### src/hw/rtl/bpc_pkg.sv
// Package for the button press classifier: sizes, item codes, register map
// and the packed per-button state word kept in the state RAM.
// No dependencies.
package bpc_pkg;

  localparam int unsigned BUTTONS = 2;
  localparam int unsigned BTN_W   = (BUTTONS > 1) ? $clog2(BUTTONS) : 1;

  localparam int unsigned OP_W      = 2;
  localparam int unsigned TIME_W    = 32;
  localparam int unsigned CFG_W     = 16;
  localparam int unsigned RAW_W     = 2;
  localparam int unsigned EVT_W     = 2;
  localparam int unsigned EDGE_W    = 1;
  localparam int unsigned CNT_W     = 8;
  localparam int unsigned APB_AW    = 3;
  localparam int unsigned APB_DW    = 32;

  localparam logic [CNT_W-1:0] LATCH_MAX = 8'd255;

  localparam logic [OP_W-1:0] OP_POLL  = 2'd0;
  localparam logic [OP_W-1:0] OP_EDGE  = 2'd1;
  localparam logic [OP_W-1:0] OP_CLEAR = 2'd2;

  localparam logic [APB_AW-1:0] ADDR_DEBOUNCE = 3'd0;
  localparam logic [APB_AW-1:0] ADDR_LONG     = 3'd4;

  localparam logic [CFG_W-1:0] DEBOUNCE_RST = 16'd30;
  localparam logic [CFG_W-1:0] LONG_RST     = 16'd600;

  typedef struct packed {
    logic [CFG_W-1:0] debounce_time;
    logic [CFG_W-1:0] long_press_time;
  } cfg_t;

  typedef struct packed {
    logic              stable_level;
    logic              last_raw;
    logic              long_done;
    logic [TIME_W-1:0] change_time;
    logic [TIME_W-1:0] press_time;
    logic [CNT_W-1:0]  latch_count;
    logic [TIME_W-1:0] latch_time;
  } entry_t;

  localparam int unsigned ENT_W = $bits(entry_t);

  typedef struct packed {
    logic [BUTTONS-1:0] short_flags;
    logic [BUTTONS-1:0] long_flags;
  } res_t;

endpackage

### src/hw/rtl/bpc_ram.sv
// Generic single-port-write, single-read RAM with registered read data.
// No dependencies.
module bpc_ram #(
  parameter int unsigned WIDTH = 8,
  parameter int unsigned DEPTH = 2
) (
  input  logic                                        clk_i,
  input  logic                                        we_i,
  input  logic [((DEPTH > 1) ? $clog2(DEPTH) : 1)-1:0] waddr_i,
  input  logic [WIDTH-1:0]                            wdata_i,
  input  logic                                        re_i,
  input  logic [((DEPTH > 1) ? $clog2(DEPTH) : 1)-1:0] raddr_i,
  output logic [WIDTH-1:0]                            rdata_o
);

  logic [WIDTH-1:0] mem_q [DEPTH];
  logic [WIDTH-1:0] rdata_q;

  always_ff @(posedge clk_i) begin
    if (we_i) begin
      mem_q[waddr_i] <= wdata_i;
    end
    if (re_i) begin
      rdata_q <= mem_q[raddr_i];
    end
  end

  assign rdata_o = rdata_q;

endmodule

### src/hw/rtl/bpc_seq.sv
// Per-item sequencer: read-modify-write of each button's state word in the
// state RAM, plus the event flag registers. Depends on bpc_pkg, bpc_ram.
module bpc_seq (
  input  logic                        clk_i,
  input  logic                        rst_ni,
  input  bpc_pkg::cfg_t               cfg_i,
  input  logic                        in_valid_i,
  output logic                        in_ready_o,
  input  logic [bpc_pkg::OP_W-1:0]    op_i,
  input  logic [bpc_pkg::TIME_W-1:0]  now_i,
  input  logic [bpc_pkg::RAW_W-1:0]   raw_i,
  input  logic [bpc_pkg::EDGE_W-1:0]  btn_i,
  output logic                        res_valid_o,
  input  logic                        res_ready_i,
  output bpc_pkg::res_t               res_o
);
  import bpc_pkg::*;

  typedef enum logic [2:0] {
    S_IDLE,
    S_RD,
    S_A,
    S_B,
    S_CLR,
    S_FIN
  } state_e;

  state_e             state_q;
  logic [OP_W-1:0]    op_q;
  logic [TIME_W-1:0]  now_q;
  logic [BUTTONS-1:0] raw_q;
  logic [BTN_W-1:0]   idx_q;
  logic [BUTTONS-1:0] vld_q;
  logic [BUTTONS-1:0] short_q;
  logic [BUTTONS-1:0] long_q;
  entry_t             ent_q;
  logic               sh_q;

  logic               last_idx;
  logic               raw_b;
  logic [ENT_W-1:0]   rdata;
  entry_t             rd_ent;
  entry_t             a_d;
  logic               sh_d;
  entry_t             b_d;
  logic               sh_b;
  logic               lg_b;
  entry_t             edge_d;
  entry_t             clr_d;
  logic               we;
  entry_t             wdata;
  logic [TIME_W-1:0]  deb_diff;
  logic [TIME_W-1:0]  long_diff;
  logic [TIME_W-1:0]  latch_diff;

  assign last_idx = (idx_q == BTN_W'(BUTTONS - 1));
  assign raw_b    = raw_q[idx_q];
  assign rd_ent   = vld_q[idx_q] ? entry_t'(rdata) : '0;

  // Poll, first half: raw edge tracking and debounce.
  always_comb begin
    a_d  = rd_ent;
    sh_d = 1'b0;
    if (raw_b != rd_ent.last_raw) begin
      a_d.last_raw    = raw_b;
      a_d.change_time = now_q;
    end
    deb_diff = now_q - a_d.change_time;
    if ((deb_diff >= TIME_W'(cfg_i.debounce_time)) && (raw_b != rd_ent.stable_level)) begin
      a_d.stable_level = raw_b;
      if (raw_b) begin
        a_d.press_time = now_q;
        a_d.long_done  = 1'b0;
        if (rd_ent.latch_count != '0) begin
          a_d.latch_count = rd_ent.latch_count - CNT_W'(1);
        end
      end else begin
        a_d.latch_count = '0;
        sh_d            = !rd_ent.long_done;
      end
    end
  end

  // Poll, second half: long press and latch replay.
  always_comb begin
    b_d       = ent_q;
    sh_b      = sh_q;
    lg_b      = 1'b0;
    long_diff = now_q - ent_q.press_time;
    if (ent_q.stable_level && !ent_q.long_done &&
        (long_diff >= TIME_W'(cfg_i.long_press_time))) begin
      b_d.long_done = 1'b1;
      lg_b          = 1'b1;
    end
    if ((ent_q.latch_count != '0) && !ent_q.stable_level && !raw_b) begin
      b_d.latch_count = ent_q.latch_count - CNT_W'(1);
      sh_b            = 1'b1;
    end
  end

  always_comb begin
    edge_d     = rd_ent;
    latch_diff = now_q - rd_ent.latch_time;
    if (latch_diff >= TIME_W'(cfg_i.debounce_time)) begin
      if (rd_ent.latch_count != LATCH_MAX) begin
        edge_d.latch_count = rd_ent.latch_count + CNT_W'(1);
      end
      edge_d.latch_time = now_q;
    end
  end

  always_comb begin
    clr_d             = '0;
    clr_d.change_time = now_q;
    clr_d.latch_time  = now_q;
  end

  always_comb begin
    we    = 1'b0;
    wdata = b_d;
    unique case (state_q)
      S_B:   we = 1'b1;
      S_A: begin
        we    = (op_q == OP_EDGE);
        wdata = edge_d;
      end
      S_CLR: begin
        we    = 1'b1;
        wdata = clr_d;
      end
      default: we = 1'b0;
    endcase
  end

  bpc_ram #(
    .WIDTH(ENT_W),
    .DEPTH(BUTTONS)
  ) u_ram (
    .clk_i  (clk_i),
    .we_i   (we),
    .waddr_i(idx_q),
    .wdata_i(wdata),
    .re_i   (state_q == S_RD),
    .raddr_i(idx_q),
    .rdata_o(rdata)
  );

  always_ff @(posedge clk_i or negedge rst_ni) begin
    if (!rst_ni) begin
      state_q <= S_IDLE;
      op_q    <= OP_POLL;
      now_q   <= '0;
      raw_q   <= '0;
      idx_q   <= '0;
      vld_q   <= '0;
      short_q <= '0;
      long_q  <= '0;
      ent_q   <= '0;
      sh_q    <= 1'b0;
    end else begin
      if (we) begin
        vld_q[idx_q] <= 1'b1;
      end
      unique case (state_q)
        S_IDLE: begin
          if (in_valid_i) begin
            op_q  <= op_i;
            now_q <= now_i;
            raw_q <= BUTTONS'(raw_i);
            idx_q <= '0;
            unique case (op_i)
              OP_POLL:  state_q <= S_RD;
              OP_CLEAR: state_q <= S_CLR;
              OP_EDGE: begin
                idx_q <= BTN_W'(btn_i);
                if (32'(btn_i) < 32'(BUTTONS)) begin
                  state_q <= S_RD;
                end else begin
                  state_q <= S_FIN;
                end
              end
              default: state_q <= S_FIN;
            endcase
          end
        end
        S_RD: state_q <= S_A;
        S_A: begin
          if (op_q == OP_EDGE) begin
            state_q <= S_FIN;
          end else begin
            ent_q   <= a_d;
            sh_q    <= sh_d;
            state_q <= S_B;
          end
        end
        S_B: begin
          short_q[idx_q] <= sh_b;
          long_q[idx_q]  <= lg_b;
          if (last_idx) begin
            state_q <= S_FIN;
          end else begin
            idx_q   <= idx_q + BTN_W'(1);
            state_q <= S_RD;
          end
        end
        S_CLR: begin
          short_q <= '0;
          long_q  <= '0;
          if (last_idx) begin
            state_q <= S_FIN;
          end else begin
            idx_q <= idx_q + BTN_W'(1);
          end
        end
        S_FIN: begin
          if (res_ready_i) begin
            state_q <= S_IDLE;
          end
        end
        default: state_q <= S_IDLE;
      endcase
    end
  end

  assign in_ready_o        = (state_q == S_IDLE);
  assign res_valid_o       = (state_q == S_FIN);
  assign res_o.short_flags = short_q;
  assign res_o.long_flags  = long_q;

endmodule

### src/hw/rtl/button_press_classifier.sv
// Top level of the button press classifier: APB register file, item
// sequencer and output word register. Depends on bpc_pkg, bpc_seq.
//
// Debounces the buttons and reports short and long press events, one output
// word per input word. Per-button state lives in a small RAM that is read,
// updated and written back one button at a time: a poll reads each button
// and updates it in two steps before hand-off, an edge word reads and writes
// one button, a clear writes every button and an unused op goes to hand-off.
// A finished word waits in the output register while the next input word is
// taken. Reset leaves all button state at zero at once.
module button_press_classifier (
  input  logic                        clk_i,
  input  logic                        rst_ni,
  input  logic                        psel,
  input  logic                        penable,
  input  logic                        pwrite,
  input  logic [bpc_pkg::APB_AW-1:0]  paddr,
  input  logic [bpc_pkg::APB_DW-1:0]  pwdata,
  output logic [bpc_pkg::APB_DW-1:0]  prdata,
  output logic                        pready,
  input  logic                        in_valid_i,
  output logic                        in_ready_o,
  input  logic [bpc_pkg::OP_W-1:0]    op_i,
  input  logic [bpc_pkg::TIME_W-1:0]  now_ms_i,
  input  logic [bpc_pkg::RAW_W-1:0]   raw_pressed_i,
  input  logic [bpc_pkg::EDGE_W-1:0]  edge_button_i,
  output logic                        out_valid_o,
  input  logic                        out_ready_i,
  output logic [bpc_pkg::EVT_W-1:0]   short_events_o,
  output logic [bpc_pkg::EVT_W-1:0]   long_events_o,
  output logic                        any_event_o
);
  import bpc_pkg::*;

  cfg_t             cfg_q;
  logic             wr_en;
  logic             res_valid;
  logic             res_ready;
  res_t             res;
  logic             out_valid_q;
  logic [EVT_W-1:0] short_q;
  logic [EVT_W-1:0] long_q;
  logic             any_q;

  assign pready = 1'b1;
  assign wr_en  = psel && penable && pwrite;

  always_ff @(posedge clk_i or negedge rst_ni) begin
    if (!rst_ni) begin
      cfg_q.debounce_time   <= DEBOUNCE_RST;
      cfg_q.long_press_time <= LONG_RST;
    end else if (wr_en) begin
      if (paddr[2] == ADDR_DEBOUNCE[2]) begin
        cfg_q.debounce_time <= pwdata[CFG_W-1:0];
      end else begin
        cfg_q.long_press_time <= pwdata[CFG_W-1:0];
      end
    end
  end

  always_comb begin
    prdata = '0;
    unique case (paddr)
      ADDR_DEBOUNCE: prdata = APB_DW'(cfg_q.debounce_time);
      ADDR_LONG:     prdata = APB_DW'(cfg_q.long_press_time);
      default:       prdata = '0;
    endcase
  end

  bpc_seq u_seq (
    .clk_i      (clk_i),
    .rst_ni     (rst_ni),
    .cfg_i      (cfg_q),
    .in_valid_i (in_valid_i),
    .in_ready_o (in_ready_o),
    .op_i       (op_i),
    .now_i      (now_ms_i),
    .raw_i      (raw_pressed_i),
    .btn_i      (edge_button_i),
    .res_valid_o(res_valid),
    .res_ready_i(res_ready),
    .res_o      (res)
  );

  assign res_ready = !out_valid_q || out_ready_i;

  always_ff @(posedge clk_i or negedge rst_ni) begin
    if (!rst_ni) begin
      out_valid_q <= 1'b0;
      short_q     <= '0;
      long_q      <= '0;
      any_q       <= 1'b0;
    end else if (res_ready) begin
      out_valid_q <= res_valid;
      if (res_valid) begin
        short_q <= EVT_W'(res.short_flags);
        long_q  <= EVT_W'(res.long_flags);
        any_q   <= (res.short_flags != '0) || (res.long_flags != '0);
      end
    end
  end

  assign out_valid_o    = out_valid_q;
  assign short_events_o = short_q;
  assign long_events_o  = long_q;
  assign any_event_o    = any_q;

endmodule
### config.mk
export PLATFORM = sky130hd
export DESIGN_NAME = button_press_classifier
export DESIGN_NICKNAME = d
export VERILOG_FILES = /design/src/hw/rtl/bpc_pkg.sv /design/src/hw/rtl/bpc_ram.sv /design/src/hw/rtl/bpc_seq.sv /design/src/hw/rtl/button_press_classifier.sv
export SDC_FILE = /design/constraint.sdc
export NUM_CORES = 1
export LEC_CHECK = 0
export BUFFER_PORTS_ARGS = -buffer_cell sky130_fd_sc_hd__buf_2
export CORE_AREA = 2 2 292 294
export DETAILED_ROUTE_END_ITERATION = 10
export DIE_AREA = 0 0 294 296
export HOLD_SLACK_MARGIN = 0.08
export PLACE_DENSITY = 0.48
export SLEW_MARGIN = 15
export SYNTH_ARGS = -nofsm -noshare
export SYNTH_HDL_FRONTEND = slang
export SYNTH_SLANG_ARGS = --single-unit
### constraint.sdc
create_clock -name clk_i -period 10.8 [get_ports clk_i]
set_clock_uncertainty 0.1 [all_clocks]
set_input_delay 2.16 -clock clk_i [delete_from_list [all_inputs] [get_ports clk_i]]
set_output_delay 2.16 -clock clk_i [all_outputs]
set_load 0.02 [all_outputs]
* After elaboration in Yosys (flattened, before gate mapping)
Memory sizes are Yosys's and may differ from the RTL's. A register that Yosys moved wholly into a read port is not among the register bits. Index checks and enable logic that the tools add are counted.
Storage, ports and cells: memories kept 1, RAM bits 214, bits in registers 192, bits of input ports 79
Cells by class: equality and inequality tests 15, mux-type cells 44, bitwise gates (word level) 3, reductions and logical operators 33, add/subtract/negate cells 7, $lt $le $gt $ge 5
Memory list:
- u_seq.u_ram.mem_q | depth 2, bits a word 107, rd ports 1, clocked after memory_dff 1, write ports 1, RTL line bpc_ram.sv:16 | logic [WIDTH-1:0] mem_q [DEPTH];
Operators by type and width (count):
- case mux 107 bit (2 select lines) | 1
- 2-to-1 mux 107 bit | 1
- greater-or-equal comparator 32 x 16 -> 1 bit | 3
- subtractor 32 bit | 3
- 2-to-1 mux 40 bit | 2
- 2-to-1 mux 32 bit | 2
- 2-to-1 mux 8 bit | 4
- case mux 16 bit (2 select lines) | 1
- 2-to-1 mux 1 bit | 19
- case mux 3 bit (6 select lines) | 1
- nonzero test 8 bit | 2
- subtractor 8 x 1 -> 8 bit (second input constant) | 2
- 2-to-1 mux 3 bit | 5
- AND reduction 2 bit | 6
- equality test 3 bit (second input constant) | 3
- adder 8 x 1 -> 8 bit (second input constant) | 1
- logical AND 1 bit | 8
- inequality test 8 bit (second input constant) | 1
- case mux 2 bit (2 select lines) | 2
- nonzero test 2 bit | 4
- equality test 3 x 2 -> 1 bit (second input constant) | 2
- zero test 3 bit | 2
- case mux 3 bit (2 select lines) | 1
- zero test 1 bit | 5
- 18 further kinds | 26

* Depth between registers and ports, before layout
word-level depth 9, gate-level depth with buffers 32

* Hierarchy
A second synthesis with hierarchy kept.
Unflattened totals: cell total of the unflattened synthesis 2867, area, all modules 29577.1 µm²
By module, submodules not included:
- bpc_seq | cells an instance 2285, area an instance 16629.7 µm², seq. area each 3853.7 µm², times used 1
- bpc_ram | cells an instance 442, area an instance 11060.6 µm², seq. area each 9639.2 µm², times used 1
- button_press_classifier | cells an instance 140, area an instance 1886.8 µm², seq. area each 960.9 µm², times used 1

* Worst setup path before layout
No wires, ideal clock.
path type reg2reg, start point reg u_seq.state_q[0], end point reg u_seq.u_ram.rdata_q[0], in the netlist u_seq.u_ram.rdata_o[0] (read register of u_seq.u_ram.mem_q) (enable), path slack 1348 ps, arrival 8624 ps, period minus slack after synthesis 9452 ps, cell stages (with the launch flop) 4, cells stage by stage dfrtp_1 -> clkbuf_1 -> clkbuf_1 -> nor3b_1
Between the ends: longest elaborated chain between the ends 1
Ends and longest elaborated chain:
- start, declared | RTL line bpc_seq.sv:28 | state_e state_q;
- start signal, assigned | RTL line bpc_seq.sv:150 | state_q <= S_IDLE;
- start signal, assigned | RTL line bpc_seq.sv:172 | OP_POLL: state_q <= S_RD;
- start signal, assigned | RTL line bpc_seq.sv:173 | OP_CLEAR: state_q <= S_CLR;
- equality test 3 x 1 -> 1 bit | RTL line bpc_seq.sv:143 | .re_i (state_q == S_RD),
- end, declared | RTL line bpc_ram.sv:17 | logic [WIDTH-1:0] rdata_q;
No other way between the ends. A chain may end at the register's enable or synchronous reset.

* Worst setup path in the final report
start point reg u_seq.idx_q, end point reg u_seq.ent_q (netlist bit u_seq.b_d[41])
Between the ends: longest elaborated chain between the ends 9
Ends and longest elaborated chain:
- start, declared | RTL line bpc_seq.sv:32 | logic [BTN_W-1:0] idx_q;
- start signal, assigned | RTL line bpc_seq.sv:175 | idx_q <= BTN_W'(btn_i);
- start signal, assigned | RTL line bpc_seq.sv:202 | idx_q <= idx_q + BTN_W'(1);
- start signal, assigned | RTL line bpc_seq.sv:212 | idx_q <= idx_q + BTN_W'(1);
- 2-to-1 mux 1 bit (not written as such) (2 in series) | RTL line bpc_seq.sv:58 | assign rd_ent = vld_q[idx_q] ? entry_t'(rdata) : '0;
- 2-to-1 mux 107 bit | RTL line bpc_seq.sv:58
- inequality test 1 bit | RTL line bpc_seq.sv:64 | if (raw_b != rd_ent.last_raw) begin
- 2-to-1 mux 32 bit | RTL line bpc_seq.sv:64
- subtractor 32 bit | RTL line bpc_seq.sv:68 | deb_diff = now_q - a_d.change_time;
- greater-or-equal comparator 32 x 16 -> 1 bit | RTL line bpc_seq.sv:69 | if ((deb_diff >= TIME_W'(cfg_i.debounce_time)) && (raw_b != rd_ent.stable_level)) begin
- logical AND 1 bit | RTL line bpc_seq.sv:69
- 2-to-1 mux 40 bit * | RTL line bpc_seq.sv:69
- end signal, assigned | RTL line bpc_seq.sv:158 | ent_q <= '0;
- end signal, assigned | RTL line bpc_seq.sv:191 | ent_q <= a_d;
- end, declared | RTL line bpc_seq.sv:36 | entry_t ent_q;
Every way passes the cells marked *; elsewhere a longest branch is shown, timed or not. The select of a mux whose other input is x is not followed.

==> impl_metrics.csv <==
group,metric,value,unit
worst_setup_path,reg2reg_depth,23,
worst_setup_path,cp-end-kind,"flip-flop",
floorplanning,core_region_area,0.08421,mm2
floorplanning,dieArea,0.08702,mm2
routing,drt-initial-drc-count,1564,
routing,drt-vias-per-instance,5.640,
clocking,hold_buffers,0,
worst_setup_path,path_delay_family,"simple AND/OR/NAND/NOR gates",
layout,fin_area,0.03249,mm2
clocking,cts_buffers,60,
worst_setup_path,critPathSlowestCell,"nor4_2",
clocking,clockBufferDepth,3,
synth,synth-main-ff-cell,"edfxtp_1",
routing,ant_nets,0,
routing,vias,22350,
place,dpl_cell_area,0.03058,mm2
worst_setup_path,cp.required,11240,ps
sta,rsz0062_at_grt,"false",
sta,relSlewSlack,0.1808,
synth,synth_area_leaders,"edfxtp_1 33%, dfrtp_1 16%, ha_1 6.2%",
global_routing,grt_max_degree,109,
synth,synth-edff-count,321,
clocking,cts_tree,"yes",
synth,synth_top_cell_area_share,0.3308,
sta,tns,0,ps
worst_setup_path,critPathKind,"reg -> reg",
synth,yosys.area.top_type,"edfxtp_1",
synth,ys_warn_count,0,
clocking,htreeDepth,2,
sta,max_slew.worst_pin.slew,1219,ps
global_routing,grt_pass1_vias,22720,
worst_setup_path,critPathLaunchType,"flip-flop",
worst_setup_path,crit_arrival,9400,ps
sta,finalCritPeriodShare,0.8297,
clocking,cts_resized,0,
place,gp_congestion,0.8924,
global_routing,grt_overflow,0,
layout,finalNetCount,3047,
synth,synth-seq-cells,513,
layout,area_growth,11.51,%
synth,ys_types,89,
global_routing,antenna_found_initial,1,
clocking,cts_setup_buffers,0,
routing,drc_errors,0,
sta,setup_viol,0,
synth,avgSynthCellArea,10.38,um2
worst_hold_path,hold_class,"reg -> reg",
clocking,numClockSinks,513,
sta,hold_violations,0,
floorplanning,fp.dieW,294,um
clocking,cts_root_buffer,"clkbuf_16",
sta,slew_viol_final,0,
clocking,clk_latency,640,ps
synth,synth-async-reset-ratio,0.3743,
floorplanning,io-pin-count,119,
place,dp_worst_setup_slack,1869,ps
floorplanning,rows,107,
worst_setup_path,cpPeakStageDelay,900,ps
routing,firstDrtPassIters,5,
routing,avgRoutedWirePerCell,22.90,um
place,port-buffer-count,85,
sta,setup_ws,1839,ps
place,dp_hpwl,59.84,mm
flow_run,maxCapViolCount,0,
floorplanning,start_util,0.3460,
synth,syn_inst,2807,
clocking,cts.clk_slew.worst_paths,60,ps
synth,syn_area,0.02914,mm2
worst_setup_path,cp_cell_sequence,"nor3_1, nor2_4, a31oi_1, ha_1, nor2b_1, o31ai_1, a21oi_1, o21ai_0, nand3_1, a21oi_1, xnor2_1, ha_1, nor2b_1, o21ai_0, o2111ai_1, nor4_1, nand4_1, or4_1, nor4_2, a21oi_4, buf_4, or3_1, o211ai_1",
worst_setup_path,cp.depth,23,
layout,drive_gt1_frac,0.1518,
sta,period_needed,8961,ps
outcome,status,"completed",
synth,synth_seq_area_share,0.4961,
sta,fmax,0.1116,GHz
floorplanning,fp.dieH,296,um
global_routing,grt_first_pass_wirelength,137.9,mm
worst_setup_path,critical_path_buf_inv_count,1,
worst_setup_path,cp_max_fo,65,
global_routing,grtUsageTotal,0.2063,
worst_hold_path,whs_path_depth,2,
routing,wirelength,90.74,mm
## per-stage QoR
step	utilization	cells	hold slack [ps]
2_1_floorplan	-	2822	333.0
3_3_place_gp	0.3631	3848	358.6
3_5_place_dp	0.3631	3848	364.7
4_1_cts	0.3858	3962	384.1
5_1_grt	0.3858	3963	397.6
6_report	0.3858	3963	379.8
## Yosys cell counts, drive strengths merged (18+ instances only)
| cell type | number |
|---|---|
| clkbuf | 129 |
| mux2i | 24 |
| o22ai | 40 |
| edfxtp | 321 |
| a211oi | 19 |
| ha | 145 |
| xnor2 | 46 |
| a31oi | 41 |
| nand2 | 372 |
| o221ai | 48 |
| o31ai | 18 |
| a21o | 36 |
| o21ai | 191 |
| xor2 | 23 |
| or3 | 45 |
| o211ai | 42 |
| mux2 | 156 |
| o21bai | 18 |
| nor2b | 26 |
| a21oi | 142 |
| o21a | 23 |
| buf | 43 |
| nor3 | 36 |
| nand4 | 29 |
| nand2b | 29 |
| inv | 135 |
| nor2 | 160 |
| a32oi | 28 |
| nand3 | 79 |
| dfrtp | 184 |
| and3 | 21 |
## cell type report
cell class | instances | area (um2)
antenna | 1 | 2.502
clock buffer | 86 | 1702
clock inverter | 28 | 210.2
fill | 8177 | 51720
inverter | 135 | 506.7
multi-input combinational | 2002 | 13590
sequential | 513 | 14460
tap | 1090 | 1364
timing repair buffer | 108 | 658.1
## worst min-delay path: cells and delay by family (launching register included)
kind | cells | cell delay, ps
AO/OA/AOI/OAI | 1 | 60
flip-flops | 1 | 340
AND/OR/NAND/NOR | 1 | 50
## placed cells by master, fill, tap and decap left out, types with 12 or more instances in the layout
cell type	instances
buf_2	84
ha_1	145
nor2_1	155
o22ai_1	40
inv_1	135
a32oi_1	28
xor2_1	23
a21oi_1	137
o21a_1	23
a21o_1	36
mux2_2	155
clkbuf_16	62
and3_1	21
xnor2_1	46
buf_4	19
clkbuf_1	18
nand2_1	371
nand2b_1	28
nor3_1	36
a31oi_1	41
nand4_1	29
o21bai_1	18
mux2i_1	23
dfrtp_1	183
o221ai_2	30
o211ai_1	41
clkinv_2	13
o31ai_1	18
a211oi_1	19
o21ai_0	188
nand3_1	79
conb_1	17
or3_1	43
o221ai_1	18
and2_1	12
edfxtp_1	321
nor2b_1	26
## logic make-up after synthesis
logic type / after synthesis / share of synthesized area
buffers and inverters: 307 / 0.04307
other: 2 / 0.0002578
XOR/XNOR: 69 / 0.02074
AND/OR/NAND/NOR: 867 / 0.1390
AO/OA/AOI/OAI: 721 / 0.1679
adder cells (fa/ha/maj): 148 / 0.06433
multiplexers: 180 / 0.06867
flip-flops: 513 / 0.4961
## path summary, 6_finish.rpt
path / from / end / slack (ps)
max: u_seq.idx_q / u_seq.b_d[41] / 1840
min: u_seq.b_d[20] / u_seq.b_d[20] / 380
max reg2reg: u_seq.idx_q / u_seq.b_d[41] / 1840
min reg2reg: u_seq.b_d[20] / u_seq.b_d[20] / 380
max in group asynchronous: rst_ni / u_seq.idx_q / 7780
min in group asynchronous: rst_ni / u_seq.b_d[5] / 1400
## sequential cells by signal, summed over array words and instances (netlist names), 2 cells and up
register,cells
cfg_q,32
u_seq.u_ram.mem_q,214
u_seq.long_q,2
u_seq.b_d,98
u_seq.short_q,2
u_seq.raw_q,2
u_seq.now_q,32
u_seq.state_q,3
u_seq.vld_q,2
u_seq.u_ram.rdata_o,107
u_seq.op_q,2
short_events_o,2
long_events_o,2
u_seq.ent_q,9
## layer usage
layer  GRT usage  up-vias  routed length (um)
met5           0        -                   0
met1      0.2747    11270               41290
li1            -    10390                   -
met4     0.06110        0                2557
met3     0.02293      148                3349
met2      0.3536      542               43540
Power is left out: the tool's default activity adds up to more than one toggle a clock period on the data nets, which glitch-free logic cannot reach.
